### src/rtl/duty_limit_gain_compressor_core_macros.svh
// Assertion helpers shared by the compressor RTL.
// Every macro samples on clk and is disabled while arst_n is low.
`ifndef DUTY_LIMIT_GAIN_COMPRESSOR_CORE_MACROS_SVH
`define DUTY_LIMIT_GAIN_COMPRESSOR_CORE_MACROS_SVH

// Check a condition at every clock edge.
`define DLGC_ASSERT_ALWAYS(label, cond, msg) \
	label: assert property (@(posedge clk) disable iff (!arst_n) (cond)) else $error(msg);

// Check a consequent in the same cycle as its antecedent.
`define DLGC_ASSERT_SAME(label, ante, cons, msg) \
	label: assert property (@(posedge clk) disable iff (!arst_n) (ante) |-> (cons)) \
		else $error(msg);

// Check a consequent in the cycle after its antecedent.
`define DLGC_ASSERT_NEXT(label, ante, cons, msg) \
	label: assert property (@(posedge clk) disable iff (!arst_n) (ante) |=> (cons)) \
		else $error(msg);

`endif

### src/rtl/dlgc_pkg.sv
package dlgc_pkg;

	localparam int unsigned GAIN_W = 11;

	localparam logic [GAIN_W-1:0] UNITY_GAIN  = 11'd1024;
	localparam logic [3:0]        CALL_DIVIDE = 4'd10;
	localparam logic [31:0]       DUTY_SCALE  = 32'd10000;

	// Reciprocals for exact unsigned 32-bit division by constants
	// x/10  = (x * RECIP_TEN) >> 35
	// x/255 = (x * RECIP_255) >> 39
	localparam logic [31:0] RECIP_TEN = 32'hCCCC_CCCD;
	localparam logic [31:0] RECIP_255 = 32'h8080_8081;

	typedef enum logic [1:0] {
		PH_ATTACK  = 2'd0,
		PH_SUSTAIN = 2'd1,
		PH_RELEASE = 2'd2
	} phase_t;

	typedef enum logic [1:0] {
		REG_ATTACK   = 2'd0,
		REG_SUSTAIN  = 2'd1,
		REG_RELEASE  = 2'd2,
		REG_MAX_DUTY = 2'd3
	} reg_idx_t;

	typedef enum logic [3:0] {
		S_IDLE,
		S_PROD,
		S_DIV10,
		S_ACC,
		S_VOL,
		S_DIV255,
		S_GAIN,
		S_LIMIT,
		S_DECIDE,
		S_OUT
	} state_t;

	typedef struct packed {
		logic [7:0] attack_step;
		logic [7:0] sustain_ticks;
		logic [7:0] release_step;
		logic [7:0] max_duty;
	} cfg_t;

	typedef struct packed {
		logic [31:0] a;
		logic [31:0] b;
	} mul_op_t;

	typedef struct packed {
		logic [15:0] on_time;
		logic [15:0] frequency;
		logic [1:0]  voice_copies;
		logic [7:0]  noise_level;
		logic [7:0]  master_volume;
		logic        last_voice;
	} item_t;

endpackage

### src/rtl/dlgc_if.sv
// Voice item channel
interface dlgc_voice_if;
	logic        valid;
	logic        ready;
	logic [15:0] on_time;
	logic [15:0] frequency;
	logic [1:0]  voice_copies;
	logic [7:0]  noise_level;
	logic [7:0]  master_volume;
	logic        last_voice;

	modport source (
		output valid, on_time, frequency, voice_copies, noise_level, master_volume,
		last_voice,
		input  ready
	);
	modport sink (
		input  valid, on_time, frequency, voice_copies, noise_level, master_volume,
		last_voice,
		output ready
	);
endinterface

// Gain result channel
interface dlgc_result_if;
	logic        valid;
	logic        ready;
	logic [10:0] gain;
	logic [1:0]  phase;
	logic        evaluated;

	modport source (output valid, gain, phase, evaluated, input ready);
	modport sink   (input valid, gain, phase, evaluated, output ready);
endinterface

### src/rtl/dlgc_apb_regs.sv
module dlgc_apb_regs (
	input  logic           clk,
	input  logic           arst_n,
	input  logic           psel,
	input  logic           penable,
	input  logic           pwrite,
	input  logic [3:0]     paddr,
	input  logic [31:0]    pwdata,
	output logic [31:0]    prdata,
	output logic           pready,
	output dlgc_pkg::cfg_t cfg
);

	dlgc_pkg::cfg_t cfg_q;
	dlgc_pkg::reg_idx_t idx;
	logic wr_en;

	assign idx    = dlgc_pkg::reg_idx_t'(paddr[3:2]);
	assign wr_en  = psel && penable && pwrite;
	assign pready = 1'b1;
	assign cfg    = cfg_q;

	// Write on the access beat
	always_ff @(posedge clk or negedge arst_n) begin
		if (!arst_n) begin
			cfg_q <= '0;
		end else if (wr_en) begin
			case (idx)
				dlgc_pkg::REG_ATTACK:   cfg_q.attack_step   <= pwdata[7:0];
				dlgc_pkg::REG_SUSTAIN:  cfg_q.sustain_ticks <= pwdata[7:0];
				dlgc_pkg::REG_RELEASE:  cfg_q.release_step  <= pwdata[7:0];
				dlgc_pkg::REG_MAX_DUTY: cfg_q.max_duty      <= pwdata[7:0];
				default: ;
			endcase
		end
	end

	// Read back
	always_comb begin
		case (idx)
			dlgc_pkg::REG_ATTACK:   prdata = {24'd0, cfg_q.attack_step};
			dlgc_pkg::REG_SUSTAIN:  prdata = {24'd0, cfg_q.sustain_ticks};
			dlgc_pkg::REG_RELEASE:  prdata = {24'd0, cfg_q.release_step};
			dlgc_pkg::REG_MAX_DUTY: prdata = {24'd0, cfg_q.max_duty};
			default:                prdata = '0;
		endcase
	end

endmodule

### src/rtl/dlgc_mul.sv
module dlgc_mul (
	input  logic              clk,
	input  dlgc_pkg::mul_op_t op,
	output logic [63:0]       product
);

	logic [63:0] product_s1;

	// One 32x32 multiply per cycle, result registered
	always_ff @(posedge clk) begin
		product_s1 <= {32'd0, op.a} * {32'd0, op.b};
	end

	assign product = product_s1;

endmodule

### src/rtl/duty_limit_gain_compressor_core.sv
// Duty-limiting gain compressor. Voice items come in one at a time on the voice
// channel; a call is the run of items up to one with last_voice set, and only that
// closing item produces a beat on the result channel. Every tenth call is an
// evaluation that scales the summed duty by volume and gain, compares it with
// 10000*max_duty and steps the gain by the attack/sustain/release rule. All math
// runs through one shared 32x32 multiplier with a registered product, stepped by a
// small sequencer, and voice.ready is low while an item is in work. A non-closing
// item runs product, divide-by-ten and accumulate; a closing item adds output and
// waits while a result beat is pending; with nonzero attack_step an evaluating
// call adds volume, divide-by-255, gain, limit, decide. Configuration registers sit
// at byte addresses 0, 4, 8, 12 and must be written only while the block is idle.
`include "duty_limit_gain_compressor_core_macros.svh"

module duty_limit_gain_compressor_core (
	input  logic          clk,
	input  logic          arst_n,
	input  logic          psel,
	input  logic          penable,
	input  logic          pwrite,
	input  logic [3:0]    paddr,
	input  logic [31:0]   pwdata,
	output logic [31:0]   prdata,
	output logic          pready,
	dlgc_voice_if.sink    voice,
	dlgc_result_if.source result
);

	dlgc_pkg::cfg_t    cfg;
	dlgc_pkg::mul_op_t mul_op;
	logic [63:0]       product;

	dlgc_pkg::state_t  state_q, state_n;
	dlgc_pkg::item_t   item_q;
	dlgc_pkg::phase_t  phase_q, phase_n, res_phase_q;

	logic [31:0] work_q;
	logic [31:0] sum_q;
	logic [3:0]  div_q;
	logic [10:0] gain_q, gain_n, res_gain_q;
	logic [7:0]  hold_q, hold_n, hold_base;
	logic        eval_q, res_eval_q, res_valid_q;

	logic        accept;
	logic        slot_free;
	logic        load_result;
	logic [28:0] duty;
	logic [31:0] sum_new;
	logic [3:0]  div_next;
	logic        eval_hit;
	logic        comp_off;
	logic [11:0] gain_up;

	dlgc_apb_regs u_regs (
		.clk     (clk),
		.arst_n  (arst_n),
		.psel    (psel),
		.penable (penable),
		.pwrite  (pwrite),
		.paddr   (paddr),
		.pwdata  (pwdata),
		.prdata  (prdata),
		.pready  (pready),
		.cfg     (cfg)
	);

	dlgc_mul u_mul (
		.clk     (clk),
		.op      (mul_op),
		.product (product)
	);

	assign accept    = voice.valid && voice.ready;
	assign slot_free = !res_valid_q || result.ready;

	// Accumulate step: quotient of the divide-by-ten multiply, doubled for a clean pair
	assign duty     = product[63:35];
	assign sum_new  = sum_q + ((item_q.voice_copies == 2'd2 && item_q.noise_level == 8'd0)
		? {2'd0, duty, 1'b0} : {3'd0, duty});
	assign div_next = div_q + 4'd1;
	assign eval_hit = (div_next == dlgc_pkg::CALL_DIVIDE);
	assign comp_off = (cfg.attack_step == 8'd0);

	// Next state
	always_comb begin
		state_n = state_q;
		case (state_q)
			dlgc_pkg::S_IDLE:   if (accept) state_n = dlgc_pkg::S_PROD;
			dlgc_pkg::S_PROD:   state_n = dlgc_pkg::S_DIV10;
			dlgc_pkg::S_DIV10:  state_n = dlgc_pkg::S_ACC;
			dlgc_pkg::S_ACC: begin
				if (!item_q.last_voice)
					state_n = dlgc_pkg::S_IDLE;
				else if (eval_hit && !comp_off)
					state_n = dlgc_pkg::S_VOL;
				else
					state_n = dlgc_pkg::S_OUT;
			end
			dlgc_pkg::S_VOL:    state_n = dlgc_pkg::S_DIV255;
			dlgc_pkg::S_DIV255: state_n = dlgc_pkg::S_GAIN;
			dlgc_pkg::S_GAIN:   state_n = dlgc_pkg::S_LIMIT;
			dlgc_pkg::S_LIMIT:  state_n = dlgc_pkg::S_DECIDE;
			dlgc_pkg::S_DECIDE: state_n = dlgc_pkg::S_OUT;
			dlgc_pkg::S_OUT:    if (slot_free) state_n = dlgc_pkg::S_IDLE;
			default:            state_n = dlgc_pkg::S_IDLE;
		endcase
	end

	// Sequencer outputs: handshake and multiplier operands
	always_comb begin
		voice.ready = 1'b0;
		load_result = 1'b0;
		mul_op      = '0;
		case (state_q)
			dlgc_pkg::S_IDLE:   voice.ready = 1'b1;
			dlgc_pkg::S_PROD:   mul_op = '{a: {16'd0, item_q.on_time}, b: {16'd0, item_q.frequency}};
			dlgc_pkg::S_DIV10:  mul_op = '{a: product[31:0], b: dlgc_pkg::RECIP_TEN};
			dlgc_pkg::S_VOL:    mul_op = '{a: work_q, b: {24'd0, item_q.master_volume}};
			dlgc_pkg::S_DIV255: mul_op = '{a: product[31:0], b: dlgc_pkg::RECIP_255};
			dlgc_pkg::S_GAIN:   mul_op = '{a: {7'd0, product[63:39]}, b: {21'd0, gain_q}};
			dlgc_pkg::S_LIMIT:  mul_op = '{a: dlgc_pkg::DUTY_SCALE, b: {24'd0, cfg.max_duty}};
			dlgc_pkg::S_OUT:    load_result = slot_free;
			default: ;
		endcase
	end

	// Gain rule: work_q holds the scaled duty, product the limit
	always_comb begin
		gain_n    = gain_q;
		phase_n   = phase_q;
		hold_n    = hold_q;
		hold_base = (phase_q == dlgc_pkg::PH_ATTACK) ? 8'd0 : hold_q;
		gain_up   = {1'b0, gain_q} + {4'd0, cfg.release_step};
		if (work_q > product[31:0]) begin
			phase_n = dlgc_pkg::PH_ATTACK;
			gain_n  = (gain_q < {3'd0, cfg.attack_step}) ? 11'd0
				: gain_q - {3'd0, cfg.attack_step};
		end else if (work_q < product[31:0]) begin
			case (phase_q)
				dlgc_pkg::PH_ATTACK, dlgc_pkg::PH_SUSTAIN: begin
					if (hold_base == cfg.sustain_ticks) begin
						phase_n = dlgc_pkg::PH_RELEASE;
						hold_n  = 8'd0;
					end else begin
						phase_n = dlgc_pkg::PH_SUSTAIN;
						hold_n  = hold_base + 8'd1;
					end
				end
				dlgc_pkg::PH_RELEASE: begin
					if (gain_q != dlgc_pkg::UNITY_GAIN)
						gain_n = (gain_up >= {1'b0, dlgc_pkg::UNITY_GAIN})
							? dlgc_pkg::UNITY_GAIN : gain_up[10:0];
				end
				default: ;
			endcase
		end
	end

	// Control and compressor state
	always_ff @(posedge clk or negedge arst_n) begin
		if (!arst_n) begin
			state_q     <= dlgc_pkg::S_IDLE;
			sum_q       <= '0;
			div_q       <= '0;
			gain_q      <= dlgc_pkg::UNITY_GAIN;
			phase_q     <= dlgc_pkg::PH_ATTACK;
			hold_q      <= '0;
			res_valid_q <= 1'b0;
		end else begin
			state_q <= state_n;
			if (state_q == dlgc_pkg::S_ACC) begin
				if (item_q.last_voice) begin
					sum_q <= '0;
					div_q <= eval_hit ? 4'd0 : div_next;
					if (eval_hit && comp_off)
						gain_q <= dlgc_pkg::UNITY_GAIN;
				end else begin
					sum_q <= sum_new;
				end
			end
			if (state_q == dlgc_pkg::S_DECIDE) begin
				gain_q  <= gain_n;
				phase_q <= phase_n;
				hold_q  <= hold_n;
			end
			// Drop the beat once taken, refill when a result is ready
			if (load_result)
				res_valid_q <= 1'b1;
			else if (result.ready)
				res_valid_q <= 1'b0;
		end
	end

	// Datapath registers
	always_ff @(posedge clk) begin
		if (accept) begin
			item_q <= '{on_time: voice.on_time, frequency: voice.frequency,
				voice_copies: voice.voice_copies, noise_level: voice.noise_level,
				master_volume: voice.master_volume, last_voice: voice.last_voice};
		end
		if (state_q == dlgc_pkg::S_ACC) begin
			work_q <= sum_new;
			eval_q <= item_q.last_voice && eval_hit;
		end
		// Keep the scaled duty: low 32 bits of the gain product, shifted down by ten
		if (state_q == dlgc_pkg::S_LIMIT)
			work_q <= {10'd0, product[31:10]};
		if (load_result) begin
			res_gain_q  <= gain_q;
			res_phase_q <= phase_q;
			res_eval_q  <= eval_q;
		end
	end

	assign result.valid     = res_valid_q;
	assign result.gain      = res_gain_q;
	assign result.phase     = res_phase_q;
	assign result.evaluated = res_eval_q;

	`DLGC_ASSERT_ALWAYS(a_gain_bound, gain_q <= dlgc_pkg::UNITY_GAIN, "gain above unity")
	`DLGC_ASSERT_SAME(a_result_on_close, $rose(res_valid_q), item_q.last_voice,
		"result beat without closing voice")
	`DLGC_ASSERT_NEXT(a_sum_cleared, state_q == dlgc_pkg::S_ACC && item_q.last_voice,
		sum_q == 32'd0, "duty sum not cleared after closing voice")

endmodule
### src/flat_wrapper.sv
// flat-port wrapper written by rule: the top's interface ports become plain ports
module duty_limit_gain_compressor_core_flat 
  (clk, arst_n, psel, penable, pwrite, paddr, pwdata, prdata, pready, voice_valid, voice_on_time, voice_frequency, voice_voice_copies, voice_noise_level, voice_master_volume, voice_last_voice, voice_ready, result_valid, result_gain, result_phase, result_evaluated, result_ready);
  dlgc_voice_if voice_i ();
  dlgc_result_if result_i ();
  input  logic clk;
  input  logic arst_n;
  input  logic psel;
  input  logic penable;
  input  logic pwrite;
  input  logic [3:0] paddr;
  input  logic [31:0] pwdata;
  output logic [31:0] prdata;
  output logic pready;
  input wire logic [$bits(voice_i.valid)-1:0] voice_valid;
  input wire logic [$bits(voice_i.on_time)-1:0] voice_on_time;
  input wire logic [$bits(voice_i.frequency)-1:0] voice_frequency;
  input wire logic [$bits(voice_i.voice_copies)-1:0] voice_voice_copies;
  input wire logic [$bits(voice_i.noise_level)-1:0] voice_noise_level;
  input wire logic [$bits(voice_i.master_volume)-1:0] voice_master_volume;
  input wire logic [$bits(voice_i.last_voice)-1:0] voice_last_voice;
  output wire logic [$bits(voice_i.ready)-1:0] voice_ready;
  output wire logic [$bits(result_i.valid)-1:0] result_valid;
  output wire logic [$bits(result_i.gain)-1:0] result_gain;
  output wire logic [$bits(result_i.phase)-1:0] result_phase;
  output wire logic [$bits(result_i.evaluated)-1:0] result_evaluated;
  input wire logic [$bits(result_i.ready)-1:0] result_ready;
  assign voice_i.valid = voice_valid;
  assign voice_i.on_time = voice_on_time;
  assign voice_i.frequency = voice_frequency;
  assign voice_i.voice_copies = voice_voice_copies;
  assign voice_i.noise_level = voice_noise_level;
  assign voice_i.master_volume = voice_master_volume;
  assign voice_i.last_voice = voice_last_voice;
  assign voice_ready = voice_i.ready;
  assign result_valid = result_i.valid;
  assign result_gain = result_i.gain;
  assign result_phase = result_i.phase;
  assign result_evaluated = result_i.evaluated;
  assign result_i.ready = result_ready;
  duty_limit_gain_compressor_core u_core (.clk(clk), .arst_n(arst_n), .psel(psel), .penable(penable), .pwrite(pwrite), .paddr(paddr), .pwdata(pwdata), .prdata(prdata), .pready(pready), .voice(voice_i), .result(result_i));
endmodule
### config.mk
export PLATFORM = sky130hd
export DESIGN_NAME = duty_limit_gain_compressor_core_flat
export DESIGN_NICKNAME = d
export VERILOG_FILES = /design/src/rtl/dlgc_pkg.sv /design/src/rtl/dlgc_if.sv /design/src/rtl/dlgc_apb_regs.sv /design/src/rtl/dlgc_mul.sv /design/src/rtl/duty_limit_gain_compressor_core.sv /design/src/flat_wrapper.sv
export VERILOG_INCLUDE_DIRS = /design/src /design/src/rtl
export SDC_FILE = /design/constraint.sdc
export NUM_CORES = 2
export LEC_CHECK = 0
export BUFFER_PORTS_ARGS = -buffer_cell sky130_fd_sc_hd__buf_2
export CORE_MARGIN = 3
export CORE_UTILIZATION = 35
export CTS_CLUSTER_SIZE = 30
export DETAILED_ROUTE_END_ITERATION = 10
export PLACE_DENSITY = 0.58
export SLEW_MARGIN = 20
export SYNTH_ARGS = -nofsm -noshare
export SYNTH_HDL_FRONTEND = slang
export SYNTH_SLANG_ARGS = --single-unit
### constraint.sdc
create_clock -name clk -period 21.4 [get_ports clk]
set_clock_uncertainty 0.05 [all_clocks]
set_input_delay 3.21 -clock clk [delete_from_list [all_inputs] [get_ports clk]]
set_output_delay 3.21 -clock clk [all_outputs]
set_load 0.03 [all_outputs]
# Word level (Yosys, flattened, before mapping)
# Cells that the tools add are included.
# word_totals
elab_cells,122
ff_bits,256
# op_classes
eq_ne,23
order_cmp,4
n_addsub,5
reduce_logical,32
n_mul,1
bitwise,1
mux,32
# ops
cell,count
64-bit one-hot mux with 6 select lines,1
32-bit one-hot mux with 4 select lines,1
11-bit two-way mux,10
32-bit by 32-bit multiplier with 64-bit output,1
22-bit two-way mux,2
4-bit one-hot mux with 10 select lines,1
32-bit by 30-bit adder with 32-bit output,1
32-bit greater-than comparator,1
32-bit < comparator,1
32-bit two-way mux,1
30-bit two-way mux,1
4-bit two-way mux,5
"4-bit by 3-bit == test with 1-bit output, second input constant",4
8-bit zero test,2
8-bit two-way mux,2
2-bit nonzero test,7
11-bit by 8-bit adder with 12-bit output,1
"4-bit == test, second input constant",3
"12-bit by 11-bit >= comparator with 1-bit output, second input constant",1
2-bit AND reduction,6
11-bit by 8-bit < comparator with 1-bit output,1
"11-bit inequality test, second input constant",1
11-bit by 8-bit subtractor with 11-bit output,1
"8-bit by 1-bit adder with 8-bit output, second input constant",1
other kinds (21),42

# Depth between registers and ports, before layout
# depth
depth_word,8
ltp_mapped,36

# Modules after synthesis
# From an unflattened synthesis, not the netlist that was laid out.
# hier_totals
cells_unflattened,4970
area_unflattened_um2,46751.1
# by_module_without_submodules
mod,cells_each,n_inst,area_per_inst_um2,seq_area_each_um2
dlgc_mul,3759,1,34623.2,1281.2
duty_limit_gain_compressor_core,1104,1,10502.6,4395.5
dlgc_apb_regs,107,1,1625.3,800.8

# Worst setup path after synthesis
# Ideal clock, no wire load.
# synth_path
kind,register to register
start,reg u_core.state_q[3]
end,"reg u_core.u_mul.product_s1[63], in the netlist u_core.u_mul.product[63]"
path_buffers,4
setup_slack_ns,12.507
path_stages_with_launch,33
arrival_ns,8.722
path_cell_list,dfrtp_1 nand2b_1 nor3_1 clkbuf_1 buf_1 buf_1 a221o_1 nand2_1 fa_1 inv_1 fa_1 inv_1 fa_1 inv_1 fa_1 inv_1 fa_1 inv_1 fa_1 fa_1 fa_1 ha_1 buf_2 nand4_1 or4_1 a211oi_1 nand4b_1 nand2_1 o41ai_2 a21oi_1 o21ai_1 a21oi_1 xnor2_1
# synth_between
elab_chain_len,3
word_cells_on_any_way,8
cone_classes,1 x mul; 6 x eq/ne; 1 x mux
# synth_rtl
element,line,rtl
"start, declared",duty_limit_gain_compressor_core.sv:32,"dlgc_pkg::state_t state_q, state_n;"
"start signal, assigned",duty_limit_gain_compressor_core.sv:161,state_q <= dlgc_pkg::S_IDLE;
"start signal, assigned",duty_limit_gain_compressor_core.sv:169,state_q <= state_n;
"4-bit by 3-bit == test with 1-bit output, or another cell as far along",duty_limit_gain_compressor_core.sv:113,case (state_q)
64-bit one-hot mux with 6 select lines (*),duty_limit_gain_compressor_core.sv:113,
32-bit by 32-bit multiplier with 64-bit output (*),dlgc_mul.sv:11,"product_s1 <= {32'd0, op.a} * {32'd0, op.b};"
"end signal, assigned",dlgc_mul.sv:11,
"end, declared",dlgc_mul.sv:7,logic [63:0] product_s1;
# Mark *: on every way between the ends. The rest lies on a longest branch, timed or not.
# A chain may end at the register's enable or synchronous reset.

# Worst setup path after layout
# layout_path
start,reg u_core.state_q[0]
end,"reg u_core.u_mul.product_s1[63], in the netlist u_core.u_mul.product[63]"
# The elaborated chain is that of the path after synthesis.

==> results.md <==
* Fin cells at around 5700
* Row count at around 120
* Post-CTS setup buffers at 0
* Outcome: finished clean
* Post-route ant nets at 0
* Initial antenna violation count at 3
* CTS Root Cell: clkbuf_16
* Tightest Pin Transition at approximately 1300 ps
* All-Layer GR Usage at about a fifth
* Most frequent cells in the layout: inv_1, fa_1, ha_1, nor2_1, nand2_1
* Detailed-route via count at 29220
* Routability congestion estimate at ~0.95
* Core region area at roughly 110000 sq um
* GR Util met1 at about 30%
* Setup violators final at 0
* Grt met2 use at around a third
* Vias per cell at just over 5
* RSZ-0062 raised after global routing: no
* Type of the worst min-delay path: flop to flop
* Initial core utilization at between 30% and 40%
* Arr. time, crit path at 11450 ps
* Yosys reg bits at about 250
* Vias in the first global route at ~31000
* Simple logic cell fraction of the synthesized area at a little over a tenth
* Crit end category: flop
* HPWL Detailed at roughly 100 mm
* Fin crit share at between 50% and 60%
* First-pass GRT wire length at ~190 mm
* CTS H-tree lvls at 1
* Worst-skew pair later-pin latency at around 600 ps
* Slowest Stage Delay on Critical Path at 880 ps
* Asr flop ratio synth at between 30 and 40%
* Drt drc at 0
* Num ports at around 140
* WL per Instance at between 20 and 25 um
* Resize count post-CTS at 0
* First DRT Iteration DRCs at 2030
* Die Y-Extent at 340.1 um
* Layout cells sized above 1 at 7.864%
* Area of placed instances at approximately 42000 sq um
* Seq/Total Area, Yosys at between 10% and 20%
* Final instance area at 42400 sq um
* Crit path from: u_core.state_q[0]
* Dpl cells at around 5700
* Max Cap Violations at 0
* Final Max Tran Viols at 0
* Commonest non-fill, non-tap cell in the layout: inv_1
* I/O Buffers at just over 90
* CTS Hold Buffers Added at 0
* Cell Area, Synth at ~39000 sq um
* TritonRoute pass-1 iters at 6
* FILL cells at roughly 11000
* WS Path Type: flop to flop
* Largest family of logic cells by synthesized area: adder cells
* Post-synthesis mux area share at 2.072%
* TritonCTS Buffers at 26
* Grt met3 use at 2.445%
* Synth Area in Adders at between 40% and 50%
* Synth Area in Compound Gates at about a tenth
* WL final at roughly 120 mm
* Clock-pin slew on the worst setup and hold paths at around 60 ps
* DIE WIDTH at about 340 um
* Nets at 5422
* Congestion Overflow GR at 0
* EDFF count, synth at 88
* Area Overhead vs Synth at 8.523%
* Post-Syn Instances at between 4000 and 5000
* Top Usage Layer GRT: met2
* Reg-to-reg startpoint: u_core.state_q[0]
* Hold_ws at around 440 ps
* Max Freq at 0.09060 GHz
* Endpoints failing hold at 0
* Largest net degree at the start of global routing at between 60 and 70
* Ys Warns at 0
* Sink Count at around 250
* Syn Area/Cell at between 9 and 10 sq um
* Cell mode on critical path: fa_1
* CTS tree: done
* Post-route setup TNS at 0 ps
* Worst setup SP type: flop
* DIE AREA at around 120000 sq um
* Post-Synth XOR/XNOR Area at roughly 2.4%
* Worst slew margin at around 15%
* CP required at 21810 ps
* Library cells used by synthesis at just over 90
* Clock Tree Buf Depth at 3
* CP max-delay cell: a221oi_1
* Min-delay src: u_core.sum_q[16]
* CP max FO at 48
* Prevailing post-synth register cell: dfrtp_1
* Fin crit period at about 11000 ps
==> cell families after synthesis <==
family / count (synthesis)
fa+ha+maj: 1126
buf+inv: 1031
simple gates: 962
compound gates: 566
flops: 253
xor+xnor: 105
mux: 64
other cells: 2
==> metal layers <==
layer	up-vias	wire [um]
met5	-	0
met4	0	3964
met3	163	7031
met2	901	57060
met1	14900	54220
li1	13250	-
==> worst paths after layout <==
check	endpoint	slack, ps	cells past startpoint
worst max-delay path	u_core.u_mul.product[63]	10360	28
worst min-delay path	u_core.sum_q[16]	440	2
min in group asynchronous	u_core.hold_q[7]	2500	1
worst min register to register	u_core.sum_q[16]	440	2
worst max register to register	u_core.u_mul.product[63]	10360	28
max in group asynchronous	u_core.state_q[3]	17520	2
==> per-stage QoR <==
step	utilization (%)	setup slack, ps
2_1_floorplan	-	12510
3_3_place_gp	37.82	10540
3_5_place_dp	37.82	10540
4_1_cts	38.61	10480
5_1_grt	38.63	10060
6_report	38.63	10360
==> synthesized netlist by cell type (6+ instances only) <==
cell	number	area [sq um]
inv_1	870	3266
fa_1	643	12870
ha_1	483	6043
nor2_1	460	1727
nand2_1	226	848.3
o21ai_0	136	680.7
a21oi_1	124	620.6
clkbuf_1	117	439.2
dfrtp_1	93	2327
edfxtp_1	88	2643
nor3_1	73	365.4
dfxtp_1	71	1421
xnor2_1	67	586.8
a21o_1	64	480.5
mux2_2	55	619.3
xor2_1	38	332.8
o31ai_1	34	255.2
a22oi_1	31	232.7
nand3_1	29	145.1
nand4_1	27	168.9
or2_2	26	162.7
buf_4	25	187.7
nor2b_1	25	156.4
nand2b_1	19	118.9
a22o_1	18	157.7
a31oi_1	18	112.6
o21a_1	18	135.1
and2_1	17	106.4
a211oi_1	16	120.1
and3_1	14	87.58
a221oi_1	13	113.9
a221o_1	12	120.1
o21bai_1	12	90.09
nor4_1	11	68.82
buf_1	10	37.54
mux4_2	8	180.2
a211o_1	7	61.31
buf_2	7	35.03
o211ai_1	7	52.55
or3_1	7	43.79
o22ai_1	6	37.54
==> layout make-up <==
class	count	area (sq um)	share of cell area [%]
timing repair buffer	156	945.9	2.231
multi-input combinational	2894	29050	68.51
clock buffer	36	719.4	1.697
clock inverter	12	146.4	0.3453
tap	1476	1847	4.356
inverter	871	3269	7.712
antenna	1	2.502	0.005902
sequential	253	6419	15.14
==> flip-flops by register name (all words and copies together) (netlist names), 8 cells and up <==
register,cells
u_core.hold_q,8
u_core.work_q,32
u_core.item_q,51
u_core.u_regs.cfg,32
u_core.gain_q,11
u_core.u_mul.product,61
u_core.result.gain,11
u_core.sum_q,32
==> worst max-delay path, delay by kind of cell, from the launching register on <==
kind	cells	cell delay [ps]
AO/OA/AOI/OAI	6	2500
XOR/XNOR	1	140
adder cells (fa/ha/maj)	9	4540
buffers and inverters	4	1000
flip-flops	1	510
multiplexers	1	210
AND/OR/NAND/NOR	7	1890
Power is left out: the tool's default activity adds up to more than one toggle a clock period on the data nets, which glitch-free logic cannot reach.
